===== config.mk =====
export PLATFORM = sky130hd
export DESIGN_NAME = gha_ctrl
export DESIGN_NICKNAME = d
export VERILOG_FILES = /design/src/rtl/gha_pkg.sv /design/src/rtl/gha_ctrl.sv
export SDC_FILE = /design/constraint.sdc
export NUM_CORES = 1
export LEC_CHECK = 0
export ABC_AREA = 1
export BUFFER_PORTS_ARGS = -buffer_cell sky130_fd_sc_hd__buf_2
export CAP_MARGIN = 20
export CORE_AREA = 5 5 42 44
export CTS_BUF_LIST = sky130_fd_sc_hd__clkbuf_16
export DETAILED_ROUTE_END_ITERATION = 16
export DIE_AREA = 0 0 47 49
export PLACE_DENSITY = 0.63
export SETUP_SLACK_MARGIN = 0.4
export SLEW_MARGIN = 0
export SYNTH_ARGS = -nofsm -noshare
export SYNTH_HDL_FRONTEND = slang
export SYNTH_SLANG_ARGS = --single-unit

===== constraint.sdc =====
create_clock -name i_clk -period 1.4 [get_ports i_clk]
set_clock_uncertainty 0.1 [all_clocks]
set_input_delay 0.14 -clock i_clk [delete_from_list [all_inputs] [get_ports i_clk]]
set_output_delay 0.14 -clock i_clk [all_outputs]
set_load 0.01 [all_outputs]

===== src/rtl/gha_pkg.sv =====
package gha_pkg;

    // default sizing
    localparam int DEF_MAX_ENTITIES  = 512;
    localparam int DEF_COMMAND_DEPTH = 32;
    localparam int DEF_VERSION_BITS  = 16;

    // fixed field widths of the words
    localparam int ID_FW  = 9;
    localparam int VER_FW = 16;
    localparam int CNT_FW = 10;

    // entry flag bit positions
    localparam int FLAG_VALID     = 0;
    localparam int FLAG_ACTIVE    = 1;
    localparam int FLAG_DESTROYED = 2;
    localparam int FLAG_W         = 3;

    typedef enum logic [1:0] {
        ACT_CREATE   = 2'd0,
        ACT_DESTROY  = 2'd1,
        ACT_COMMIT   = 2'd2,
        ACT_VALIDATE = 2'd3
    } t_action;

    typedef enum logic [1:0] {
        ST_OK         = 2'd0,
        ST_TABLE_FULL = 2'd1,
        ST_QUEUE_FULL = 2'd2,
        ST_INVALID    = 2'd3
    } t_status;

    typedef struct packed {
        t_action             action;
        logic [ID_FW-1:0]    entity_id;
        logic [VER_FW-1:0]   entity_version;
    } t_in_word;

    typedef struct packed {
        t_status             status;
        logic [ID_FW-1:0]    handle_id;
        logic [VER_FW-1:0]   handle_version;
        logic                handle_valid;
        logic [CNT_FW-1:0]   active_count;
    } t_out_word;

    typedef enum logic [2:0] {
        S_IDLE,
        S_DECODE,
        S_FIFO_RD,
        S_ENT_CHK,
        S_CMT_NEXT,
        S_CMT_CMD,
        S_CMT_ENT,
        S_RESP
    } t_state;

    // controller -> datapath
    typedef struct packed {
        logic    take;
        logic    fifo_read;
        logic    ent_read_in;
        logic    ent_read_fifo;
        logic    ent_read_cmd;
        logic    cmd_read;
        logic    new_create;
        logic    reuse_create;
        logic    destroy_mark;
        logic    commit_start;
        logic    commit_apply;
        logic    commit_clear;
        logic    set_res;
        t_status res_status;
        logic    res_hvalid;
        logic    res_handle;
        logic    load_out;
    } t_dp_cmd;

    // datapath -> controller
    typedef struct packed {
        t_action action;
        logic    have_id;
        logic    fifo_nonempty;
        logic    cmd_full;
        logic    id_in_range;
        logic    handle_ok;
        logic    more_cmds;
        logic    out_busy;
    } t_dp_sts;

endpackage


===== src/rtl/gha_ctrl.sv =====
module gha_ctrl (
    input  logic             i_clk,
    input  logic             i_rst_n,
    input  logic             i_in_valid,
    input  gha_pkg::t_dp_sts i_sts,
    output gha_pkg::t_dp_cmd o_cmd,
    output logic             o_busy
);
    import gha_pkg::*;

    t_state r_state;
    t_state n_state;

    always_ff @(posedge i_clk) begin
        if (!i_rst_n) begin
            r_state <= S_IDLE;
        end else begin
            r_state <= n_state;
        end
    end

    always_comb begin
        n_state = r_state;
        case (r_state)
            S_IDLE: begin
                if (i_in_valid) n_state = S_DECODE;
            end
            S_DECODE: begin
                case (i_sts.action)
                    ACT_CREATE: begin
                        if (i_sts.have_id && !i_sts.cmd_full && i_sts.fifo_nonempty)
                            n_state = S_FIFO_RD;
                        else
                            n_state = S_RESP;
                    end
                    ACT_COMMIT: n_state = S_CMT_NEXT;
                    default: begin
                        n_state = i_sts.id_in_range ? S_ENT_CHK : S_RESP;
                    end
                endcase
            end
            S_FIFO_RD:  n_state = S_ENT_CHK;
            S_ENT_CHK:  n_state = S_RESP;
            S_CMT_NEXT: n_state = i_sts.more_cmds ? S_CMT_CMD : S_RESP;
            S_CMT_CMD:  n_state = S_CMT_ENT;
            S_CMT_ENT:  n_state = S_CMT_NEXT;
            S_RESP: begin
                if (!i_sts.out_busy) n_state = S_IDLE;
            end
            default: n_state = S_IDLE;
        endcase
    end

    always_comb begin
        o_cmd = '0;
        o_cmd.res_status = ST_OK;
        o_busy = (r_state != S_IDLE);
        case (r_state)
            S_IDLE: begin
                o_cmd.take = i_in_valid;
            end
            S_DECODE: begin
                case (i_sts.action)
                    ACT_CREATE: begin
                        if (!i_sts.have_id) begin
                            o_cmd.set_res    = 1'b1;
                            o_cmd.res_status = ST_TABLE_FULL;
                        end else if (i_sts.cmd_full) begin
                            o_cmd.set_res    = 1'b1;
                            o_cmd.res_status = ST_QUEUE_FULL;
                        end else if (i_sts.fifo_nonempty) begin
                            o_cmd.fifo_read = 1'b1;
                        end else begin
                            o_cmd.new_create = 1'b1;
                            o_cmd.set_res    = 1'b1;
                            o_cmd.res_handle = 1'b1;
                        end
                    end
                    ACT_COMMIT: begin
                        o_cmd.commit_start = 1'b1;
                    end
                    default: begin
                        if (i_sts.id_in_range) begin
                            o_cmd.ent_read_in = 1'b1;
                        end else begin
                            o_cmd.set_res    = 1'b1;
                            o_cmd.res_status = ST_INVALID;
                        end
                    end
                endcase
            end
            S_FIFO_RD: begin
                o_cmd.ent_read_fifo = 1'b1;
            end
            S_ENT_CHK: begin
                o_cmd.set_res = 1'b1;
                case (i_sts.action)
                    ACT_CREATE: begin
                        o_cmd.reuse_create = 1'b1;
                        o_cmd.res_handle   = 1'b1;
                    end
                    ACT_DESTROY: begin
                        if (!i_sts.handle_ok) begin
                            o_cmd.res_status = ST_INVALID;
                        end else if (i_sts.cmd_full) begin
                            o_cmd.res_status = ST_QUEUE_FULL;
                            o_cmd.res_hvalid = 1'b1;
                        end else begin
                            o_cmd.destroy_mark = 1'b1;
                            o_cmd.res_hvalid   = 1'b1;
                        end
                    end
                    default: begin
                        o_cmd.res_hvalid = i_sts.handle_ok;
                        o_cmd.res_status = i_sts.handle_ok ? ST_OK : ST_INVALID;
                    end
                endcase
            end
            S_CMT_NEXT: begin
                if (i_sts.more_cmds) begin
                    o_cmd.cmd_read = 1'b1;
                end else begin
                    o_cmd.commit_clear = 1'b1;
                    o_cmd.set_res      = 1'b1;
                end
            end
            S_CMT_CMD: begin
                o_cmd.ent_read_cmd = 1'b1;
            end
            S_CMT_ENT: begin
                o_cmd.commit_apply = 1'b1;
            end
            S_RESP: begin
                o_cmd.load_out = !i_sts.out_busy;
            end
            default: begin
                o_busy = 1'b1;
            end
        endcase
    end

endmodule


==> impl_summary.log, run 1 <==
INFO  metric status = finished, violations left
INFO  metric failing_checks = negative setup slack
INFO  metric globalRoute.totalOverflow = 0
INFO  metric ys_seq_elements = 3
INFO  metric clk_pin_slew_worst_paths = 0.03 ns
INFO  metric ys.warnings.count = 0
INFO  metric timing.fmax = ~700 MHz
INFO  metric final.period_utilization = 103%
INFO  metric synth_cell_type_count = 15
INFO  metric drt_pre_antenna_iters = 4
INFO  metric num_vias = 716
INFO  metric stdcell_count = about 140
INFO  metric antenna_left = 0
INFO  metric worst_pin_slew = approximately 0.24 ns
INFO  metric grt_pass1_vias = roughly 740
INFO  metric critical_path_arrival = 1.20 ns
INFO  metric rsz0062_at_grt = true
INFO  metric drv_slew = 0
INFO  metric fp-row-count = 14
INFO  metric detailed_place.area = between 600 and 700 µm²
INFO  metric post_route_setup_slack = -0.0390 ns
INFO  metric reg_top3 = r_state x3
INFO  metric power.static_leakage = slightly above 0.0005 µW
INFO  metric maxCapViolations = 0
INFO  metric effective_utilization_at_floorplan = about 28%
INFO  metric drt-vias-per-instance = about 5
INFO  metric htreeDepth = 1
INFO  metric insertedDiodeCount = 0
INFO  metric most_flop_heavy_register = r_state
INFO  metric ioPinCount = 31
INFO  metric dominantRegCellSynth = sky130_fd_sc_hd__dfxtp_1
INFO  metric cts_tree = built
INFO  metric wl_per_cell = approximately 12 µm
INFO  metric design.die.area = ~0.0023 mm²
INFO  metric cts.root.buffer_cell = sky130_fd_sc_hd__clkbuf_16
INFO  metric residual_drc_count = 0
INFO  metric detail_route.wirelength = 1.73 mm
INFO  metric yosysMostFrequentCell = sky130_fd_sc_hd__nand2_1
INFO  metric finalHoldViolations = 0
INFO  metric dp_worst_setup_slack = between 0.1 and 0.15 ns
INFO  metric place.detailed.hpwl = between 1 and 1.5 mm
INFO  metric number_of_synthesized_flops_with_an_enable_pin = 0
INFO  metric count_of_filler_cells_inserted_in_the_layout = 115
INFO  metric syn-mean-instance-area = 4.91 µm²
INFO  metric min_path_type = primary input to register
INFO  metric die_x = 47 µm
INFO  metric crit_type = register to primary output
INFO  metric final_cell_area = a little under 0.001 mm²
INFO  metric largest_register_ffs = 3
INFO  metric largest_net_degree_at_the_start_of_global_routing = 8
INFO  metric crit_path_start_kind = register
INFO  metric synth_top_area_cell = sky130_fd_sc_hd__nand2_1
INFO  metric critPathMaxFanout = 5
INFO  metric clock_path_buffers = 2
INFO  metric die_y = approximately 49 µm
INFO  metric powerDensity = roughly 1600 mW/mm²
INFO  metric worst_setup_path_end_kind = primary output
INFO  metric tritoncts_num_sinks = 3
INFO  metric timing.critical_path.required = 1.16 ns
INFO  metric port_buffers = 30
INFO  metric async_reset_ff_share = 0%
INFO  metric top_post_synthesis_cells_by_count = sky130_fd_sc_hd__nand2_1, sky130_fd_sc_hd__nor2_1, sky130_fd_sc_hd__inv_1
INFO  metric syn-cell-area = just under 400 µm²
INFO  metric core_area = 0.00140 mm²
INFO  metric final-setup-viol-count = 2
INFO  metric area_growth_syn_to_layout = 147%
INFO  metric slew_headroom = 84.2%
INFO  metric period_needed = roughly 1.4 ns
INFO  metric gr-usage-all-layers = 17.3%
INFO  metric synth_top_area_share = between 10% and 20%
INFO  metric drt_iter0_markers = 7
INFO  metric clkLatencyLatePin = 0.22 ns
INFO  metric synth.area.top_cells = sky130_fd_sc_hd__nand2_1, sky130_fd_sc_hd__nor2_1, sky130_fd_sc_hd__dfxtp_1
INFO  metric drive_above_1_share = between 60% and 70%
INFO  metric numPlacedInstances = approximately 130
INFO  metric cts_made_buffers = 3
INFO  metric net_total_in_the_final_layout = approximately 140
INFO  metric grt_first_pass_wirelength = around 3.0 mm
INFO  metric initial_antenna_violation_count = 0
INFO  metric gpl.final_weighted_congestion = roughly 0.83
INFO  metric netlist_instances = 80
INFO  metric sequential_element_share_of_the_synthesized_area = 15.3%
INFO  metric vdd.ir_drop.worst = about 0.0013 V
INFO  metric synthesis.nets = 92
through the flow:
| stage | hold WS, ns | power [µW] | TNS, ns | util (%) |
|---|---|---|---|---|
| 2_1_floorplan | 0.133 | 567 | 0 | - |
| 3_3_place_gp | 0.247 | 722 | 0 | 49.3 |
| 5_1_grt | 0.0536 | 1620 | -0.489 | 69.3 |
| 4_1_cts | 0.0421 | 1400 | 0 | 65.1 |
| 3_5_place_dp | 0.256 | 726 | 0 | 49.3 |
| 6_report | 0.0383 | 1510 | -0.0404 | 69.3 |
worst max-delay path: stages, from the launching register on:
cell,delay (ns)
sky130_fd_sc_hd__dfxtp_4,0.39
sky130_fd_sc_hd__buf_4,0.15
sky130_fd_sc_hd__nand2_2,0.09
sky130_fd_sc_hd__nor3_2,0.18
sky130_fd_sc_hd__buf_2,0.16
power by group:
group	internal, µW	switching [µW]
logic	407	450
clock network	368	77.6
registers	130	77.8
repair_timing:
action / CTS / global route
buffers inserted: 9 / 2
endpoints found under the setup margin: 22 / 22
resized for setup: 19 / 10
pin swaps: 9 / 4
hold buffers: 0 / 0
logic make-up (layout without fill, tap and decap cells):
group | after synthesis | after routing | share of synthesized area [%]
flip-flops | 3 | 3 | 15.3
AO/OA/AOI/OAI | 11 | 11 | 15.6
buffers and inverters | 16 | 62 | 15.3
AND/OR/NAND/NOR | 50 | 50 | 53.8
cells in the final DEF, fill, tap and decap left out, drive strengths merged, types with 3 or more instances in the layout:
cell / count
dfxtp: 3
inv: 17
buf: 42
o21ai: 4
nand2: 19
a21oi: 4
nand3: 7
clkbuf: 3
nor2: 17
nor3: 3
metal layers:
layer | track usage (%) | part of all wire [%]
met2 | 31.0 | 53
met3 | 4.80 | 10
met1 | 16.0 | 34
met5 | 0 | 0
met4 | 10.6 | 2.0
path summary, 6_finish.rpt:
check	slack [ns]	to	startpoint	cells past startpoint
min	0.04	r_state[2]$_SDFFE_PN0P_	i_rst_n	3
max	-0.04	o_cmd[0]	r_state[1]$_SDFFE_PN0P_	4
max reg2reg	0.15	r_state[2]$_SDFFE_PN0P_	r_state[1]$_SDFFE_PN0P_	7
min reg2reg	0.66	r_state[1]$_SDFFE_PN0P_	r_state[1]$_SDFFE_PN0P_	4
area by class of cell:
type                    instances  area (µm²)  area share (%)
multi-input cells              61         435            44.8
repair buffers                 42         293            30.2
clock inverters                 1        3.75           0.387
inverters                      16        72.6            7.47
flip-flops and latches          3        71.3            7.35
well taps                      16        20.0            2.06
clock buffers                   3        75.1            7.73
(Power assumes the default switching activity.)
==> run 2, diff against run 1 <==
ABC_AREA = 0   (was 1)
GPL_ROUTABILITY_DRIVEN = 0   (was default)
PLACE_DENSITY = 0.64   (was 0.63)
==> run 2 against run 1 <==
Net effect:
- the run still ends with negative setup slack left
- hold slack better by 0.087 ns
- synthesized cell count down 20%
- total power up 9.9%
- critical path type unchanged
- via count up 3.2%
- count of clock-buffer cells in the layout unchanged
- critical endpoint is now o_cmd[1]
- first-iteration DRC count up 57%
==> impl_summary.log, run 2 <==
INFO  metric final.period_utilization = 141%
INFO  metric grt_first_pass_wirelength = about 3.3 mm
INFO  metric num_vias = approximately 740
INFO  metric synth_top_area_share = 14.9%
INFO  metric drv_slew = 0
INFO  metric worst_pin_slew = between 0.3 and 0.4 ns
INFO  metric syn-mean-instance-area = about 6.3 µm²
INFO  metric sequential_element_share_of_the_synthesized_area = about 15%
INFO  metric drt_iter0_markers = 11
INFO  metric globalRoute.totalOverflow = 0
INFO  metric status = finished, violations left
INFO  metric critPathMaxFanout = 4
INFO  metric die_y = 49 µm
INFO  metric largest_register_ffs = 3
INFO  metric residual_drc_count = 0
INFO  metric largest_net_degree_at_the_start_of_global_routing = 10
INFO  metric drive_above_1_share = between 70% and 80%
INFO  metric ys.warnings.count = 0
INFO  metric period_needed = 1.97 ns
INFO  metric effective_utilization_at_floorplan = 28.8%
INFO  metric rsz0062_at_grt = true
INFO  metric worst_setup_path_startpoint = r_state[2]$_SDFFE_PN0P_
INFO  metric timing.fmax = around 500 MHz
INFO  metric worst_setup_path_end_kind = primary output
INFO  metric net_total_in_the_final_layout = 134
INFO  metric synth.area.top_cells = sky130_fd_sc_hd__dfxtp_1, sky130_fd_sc_hd__nor3_1, sky130_fd_sc_hd__nor2_1
INFO  metric crit_path_start_kind = register
INFO  metric count_of_filler_cells_inserted_in_the_layout = approximately 110
INFO  metric port_buffers = 30
INFO  metric detail_route.wirelength = 2.15 mm
INFO  metric insertedDiodeCount = 0
INFO  metric failing_checks = negative setup slack
INFO  metric design.die.area = ~0.0023 mm²
INFO  metric slew_headroom = between 70% and 80%
INFO  metric setup_total_negative_slack = -6.81 ns
INFO  metric power_switching_share = 35.0%
INFO  metric dominantRegCellSynth = sky130_fd_sc_hd__dfxtp_1
INFO  metric grt_pass1_vias = between 700 and 800
INFO  metric power.static_leakage = a little over 0.0005 µW
INFO  metric wl_per_cell = between 15 and 20 µm
INFO  metric area_growth_syn_to_layout = 164%
INFO  metric vdd.ir_drop.worst = between 0.0008 and 0.0009 V
INFO  metric place.detailed.hpwl = between 1 and 1.5 mm
INFO  metric maxCapViolations = 0
INFO  metric fp-row-count = 14
INFO  metric cts.root.buffer_cell = sky130_fd_sc_hd__clkbuf_16
INFO  metric min_path_type = primary input to register
INFO  metric layout_common_cells = sky130_fd_sc_hd__buf_2, sky130_fd_sc_hd__buf_6, sky130_fd_sc_hd__buf_4
INFO  metric ys_seq_elements = 3
INFO  metric launch_point_of_the_worst_reg_to_reg_path = r_state[0]$_SDFFE_PN0P_
INFO  metric cts_tree = built
INFO  metric synth_top_area_cell = sky130_fd_sc_hd__dfxtp_1
INFO  metric final_cell_area = 0.00107 mm²
INFO  metric detailed_place.area = 702 µm²
INFO  metric holdCritStartpoint = i_rst_n
INFO  metric most_flop_heavy_register = r_state
INFO  metric post_route_setup_slack = -0.570 ns
INFO  metric cts.hold.buffers_added = 0
INFO  metric top_post_synthesis_cells_by_count = sky130_fd_sc_hd__nor2_1, sky130_fd_sc_hd__inv_1, sky130_fd_sc_hd__nor3_1
INFO  metric crit_type = register to primary output
INFO  metric reg_top3 = r_state x3
INFO  metric critical_path_arrival = approximately 1.7 ns
INFO  metric seq_power_share = approximately 8.7%
INFO  metric yosysMostFrequentCell = sky130_fd_sc_hd__nor2_1
INFO  metric drt-vias-per-instance = roughly 5.4
INFO  metric netlist_instances = between 60 and 70
INFO  metric drt_pre_antenna_iters = 4
INFO  metric clkLatencyLatePin = around 0.22 ns
INFO  metric core_area = roughly 0.0014 mm²
INFO  metric gr-usage-all-layers = 19.4%
INFO  metric ioPinCount = 31
INFO  metric tritoncts_num_sinks = 3
INFO  metric async_reset_ff_share = 0%
INFO  metric final-setup-viol-count = 22
INFO  metric number_of_synthesized_flops_with_an_enable_pin = 0
INFO  metric power_report.internal_total = approximately 1100 µW
INFO  metric clock_path_buffers = 2
INFO  metric timing.critical_path.required = 1.16 ns
INFO  metric clk_pin_slew_worst_paths = roughly 0.030 ns
INFO  metric initial_antenna_violation_count = 0
INFO  metric finalHoldViolations = 0
INFO  metric synth_cell_type_count = 26
INFO  metric cts_made_buffers = 3
INFO  metric htreeDepth = 1
INFO  metric powerDensity = roughly 1600 mW/mm²
INFO  metric syn-cell-area = between 400 and 500 µm²
INFO  metric synthesis.nets = 76
INFO  metric power_frac_clock = ~27%
INFO  metric die_x = approximately 47 µm
INFO  metric mostFrequentLayoutCell = sky130_fd_sc_hd__buf_2
INFO  metric power.net_switching = approximately 580 µW
INFO  metric combinationalPowerShare = roughly 64%
INFO  metric antenna_left = 0
## run 2: cell count changes in the layout (fill, tap and decap cells not counted), sizes merged, moves of 3 or more
| cell | change |
|---|---|
| nand3 | -5 |
| nor4b | +3 |
| a31oi | +3 |
| buf | +15 |
| nor2 | -9 |
| inv | -11 |
| nand2 | -17 |
| nor3 | +3 |
## run 2: cells by family after synthesis
kind of cell,count (synthesis),synth area share (%)
buffers and inverters,10,9.60
and+or+nand+nor,36,51.7
AOI/OAI and AO/OA,15,23.8
DFF,3,14.9
## run 2: final timing paths
kind	slack (ns)	to	depth (start not counted)
setup / recovery	-0.57	o_cmd[1]	4
hold / removal	0.12	r_state[0]$_SDFFE_PN0P_	3
setup reg to reg	-0.29	r_state[1]$_SDFFE_PN0P_	9
hold reg to reg	0.63	r_state[2]$_SDFFE_PN0P_	3
## run 2: power by group through the flow
stage          registers, µW  clock network, µW  logic (µW)
2_1_floorplan            160                  0         347
3_3_place_gp             130                  0         561
3_5_place_dp             131                  0         563
4_1_cts                  135                456         855
5_1_grt                  145                464        1140
6_report                 144                450        1060
## run 2: area by class of cell
| type | instances | area (µm²) | share of cell area (%) |
|---|---|---|---|
| Clock buffer | 3 | 75.1 | 7.03 |
| Clock inverter | 1 | 3.75 | 0.351 |
| Inverter | 6 | 28.8 | 2.69 |
| Multi-Input combinational cell | 51 | 430 | 40.3 |
| Sequential cell | 3 | 63.8 | 5.97 |
| Tap cell | 16 | 20.0 | 1.87 |
| Timing Repair Buffer | 57 | 447 | 41.8 |
## run 2: stage by stage
step / total power, µW / util (%) / hold WS (ns) / cells / setup WS (ns)
4_1_cts: 1450 / 67.1 / 0.0777 / 130 / -0.557
3_3_place_gp: 690 / 50.1 / 0.313 / 116 / -0.310
3_5_place_dp: 694 / 50.1 / 0.310 / 116 / -0.355
5_1_grt: 1750 / 76.3 / 0.129 / 137 / -0.604
6_report: 1660 / 76.3 / 0.125 / 137 / -0.570
2_1_floorplan: 507 / - / 0.165 / 64 / -0.322
## run 2: critical path, stage by stage (launching register included)
cell	delay, ns
sky130_fd_sc_hd__dfxtp_2	0.32
sky130_fd_sc_hd__or3b_4	0.42
sky130_fd_sc_hd__or4b_4	0.50
sky130_fd_sc_hd__a21boi_2	0.13
sky130_fd_sc_hd__buf_2	0.14
## run 2: repair_timing
item,CTS,global route
gates cloned,0,0
setup buffers,10,7
setup endpoints to repair,22,22
pin swaps,10,8
resized for setup,23,16
## run 2: routing by layer
metal / wire [µm] / GRT usage [%] / vias up
li1: - / - / 351
met1: 775 / 20.6 / 342
met2: 1140 / 34.8 / 36
met3: 119 / 2.58 / 10
met4: 113 / 9.68 / 0
met5: 0 / 0 / -
==> run 3, diff against run 2 <==
BUFFER_PORTS_ARGS = -buffer_cell sky130_fd_sc_hd__buf_4   (was -buffer_cell sky130_fd_sc_hd__buf_2)
==> run 3 against run 2 <==
Net effect:
- the run still ends with negative setup slack left
- design area grew 8.3%
- total power rose by 0.64%
- maximum frequency is 1.8% higher
- sequential share of layout area fell by 0.46 points
- via count down 6.1%
- sequential cell count unchanged
- core utilization increased by 6.3 points
- hold slack lost 0.063 ns
==> impl_summary.log, run 3 (same netlist as run 2, synthesis figures left out) <==
INFO  metric crit_chain = or3b_4 > or3_4 > nor4b_4 > buf_4
INFO  metric dp_worst_setup_slack = -0.310 ns
INFO  metric min_delay_worst_endpoint = r_state[0]$_SDFFE_PN0P_
INFO  metric worst_reg2reg_path_length_in_cells = 11
INFO  metric die_x = roughly 47 µm
INFO  metric place.detailed.hpwl = around 1.2 mm
INFO  metric drt_pre_antenna_iters = 4
INFO  metric largest_net_degree_at_the_start_of_global_routing = 16
INFO  metric clk_pin_slew_worst_paths = approximately 0.03 ns
INFO  metric worst_stage_delay_on_the_critical_path = slightly below 0.4 ns
INFO  metric htreeDepth = 1
INFO  metric drt-vias-per-instance = around 5.3
INFO  metric crit_path_start_kind = register
INFO  metric detail_route.wirelength = around 2.0 mm
INFO  metric layout_common_cells = sky130_fd_sc_hd__buf_4, sky130_fd_sc_hd__buf_6, sky130_fd_sc_hd__inv_1
INFO  metric library_cell_contributing_the_largest_single_delay_on_the_critical_path = sky130_fd_sc_hd__or3b_4
INFO  metric wl_per_cell = around 15 µm
INFO  metric cts_tree = built
INFO  metric ioPinCount = 31
INFO  metric finalHoldViolations = 0
INFO  metric final-setup-viol-count = 21
INFO  metric worst_pin_slew = ~0.45 ns
INFO  metric gr-usage-all-layers = 17.1%
INFO  metric insertedDiodeCount = 0
INFO  metric multi_input_area = 483 µm²
INFO  metric timing.critical_path.max_delay_family = simple AND/OR/NAND/NOR gates
INFO  metric rsz0062_at_grt = true
INFO  metric critPathMaxFanout = 3
INFO  metric reg_to_reg_end = r_state[1]$_SDFFE_PN0P_
INFO  metric timing.critical_path.required = approximately 1.2 ns
INFO  metric cts.root.buffer_cell = sky130_fd_sc_hd__clkbuf_16
INFO  metric residual_drc_count = 0
INFO  metric grt_pass1_vias = 686
INFO  metric setup_total_negative_slack = -7.55 ns
INFO  metric fin_util = just over 80%
INFO  metric initial_antenna_violation_count = 0
INFO  metric grt_first_pass_wirelength = between 2 and 3 mm
INFO  metric core_area = about 0.0014 mm²
INFO  metric power.static_leakage = between 0.0005 and 0.0006 µW
INFO  metric antenna_left = 0
INFO  metric port_buffers = 30
INFO  metric vdd.ir_drop.worst = between 0.0008 and 0.0009 V
INFO  metric drive_above_1_share = 74.1%
INFO  metric crit_type = register to primary output
INFO  metric post_route_setup_slack = -0.535 ns
INFO  metric period_needed = 1.94 ns
INFO  metric drt_iter0_markers = 6
INFO  metric die_y = just under 50 µm
INFO  metric tritoncts_num_sinks = 3
INFO  metric critPathBufInv = 1
INFO  metric holdCritStartpoint = i_rst_n
INFO  metric flip_flop_and_latch_area = between 60 and 70 µm²
INFO  metric net_total_in_the_final_layout = approximately 130
INFO  metric power.total = 1670 µW
INFO  metric most_flop_heavy_register = r_state
INFO  metric mostFrequentLayoutCell = sky130_fd_sc_hd__buf_4
INFO  metric min_path_type = primary input to register
INFO  metric status = finished, violations left
INFO  metric worstHoldPathCells = 3
INFO  metric area_growth_syn_to_layout = 186%
INFO  metric cts_made_buffers = 3
INFO  metric fp-row-count = 14
INFO  metric timing.reg2reg.setup_slack = -0.29 ns
INFO  metric critical_path_arrival = ~1.7 ns
INFO  metric largest_register_ffs = 3
INFO  metric slew_headroom = roughly 70%
INFO  metric reg_top3 = r_state x3
INFO  metric globalRoute.totalOverflow = 0
INFO  metric worst_setup_path_end_kind = primary output
INFO  metric maxCapViolations = 0
INFO  metric clock_path_buffers = 2
INFO  metric effective_utilization_at_floorplan = a little under 30%
INFO  metric final.period_utilization = 138%
INFO  metric launch_point_of_the_worst_reg_to_reg_path = r_state[2]$_SDFFE_PN0P_
INFO  metric num_vias = a little under 700
INFO  metric failing_checks = negative setup slack
INFO  metric count_of_filler_cells_inserted_in_the_layout = 90
INFO  metric worst_setup_path_startpoint = r_state[2]$_SDFFE_PN0P_
INFO  metric timing.fmax = 517 MHz
INFO  metric powerDensity = approximately 1400 mW/mm²
INFO  metric design.die.area = 0.00230 mm²
INFO  metric drv_slew = 0
INFO  metric clkLatencyLatePin = about 0.23 ns
INFO  metric cts.hold.buffers_added = 0
run 3: cell count changes in the layout (fill, tap and decap cells not counted), sizes merged:
cell and change:
buf -5
run 3: final cells by class:
type / instances / share of cell area, %
multi-input cells: 51 / 41.7
well taps: 16 / 1.73
flip-flops and latches: 3 / 5.51
inverters: 6 / 2.27
clock buffers: 3 / 6.49
repair buffers: 52 / 41.9
clock inverters: 1 / 0.324
run 3: power breakdown:
group / switching [µW] / internal (µW) / leakage [µW]
Sequential: 16.4 / 120 / 0.0000258
Clock: 83.3 / 369 / 0.0000423
Combinational: 477 / 604 / 0.000457
Total: 577 / 1090 / 0.000525
run 3: worst min-delay path: stages:
cell and delay, ns:
sky130_fd_sc_hd__buf_4 0.12, sky130_fd_sc_hd__o21ai_2 0.05, sky130_fd_sc_hd__nor3_1 0.04
run 3: layer usage:
layer  wire length (µm)  share of wire [%]  track usage [%]  up-vias
met2               1040                 53             28.5       25
met4                 17               0.87             9.68        0
met3                122                6.2             3.32        3
met1                784                 40             19.1      327
li1                   -                  -                -      339
met5                  0                  0                0        -
run 3: through the flow:
step	cells	instance area [µm²]	hold WS (ns)
floorplan	64	493	0.165
global placement	116	777	0.315
detailed placement	116	777	0.316
CTS	126	977	0.0655
global route	132	1160	0.0817
finish	132	1160	0.0618
run 3: how the worst max path moves through the flow:
| stage | cells after the start | to |
|---|---|---|
| final | 4 | o_cmd[11] |
| after global placement | 4 | o_cmd[1] |
| after CTS | 4 | o_cmd[1] |
| after detailed placement | 4 | o_cmd[1] |
| after floorplan | 4 | o_cmd[1] |
| after global routing | 4 | o_cmd[11] |
run 3: repair_timing:
action,in CTS,in global routing
gates cloned,0,0
pin swaps,9,7
setup endpoints to repair,22,22
buffers inserted,6,6
gates resized for setup,20,29
endpoints found under the hold margin,0,0
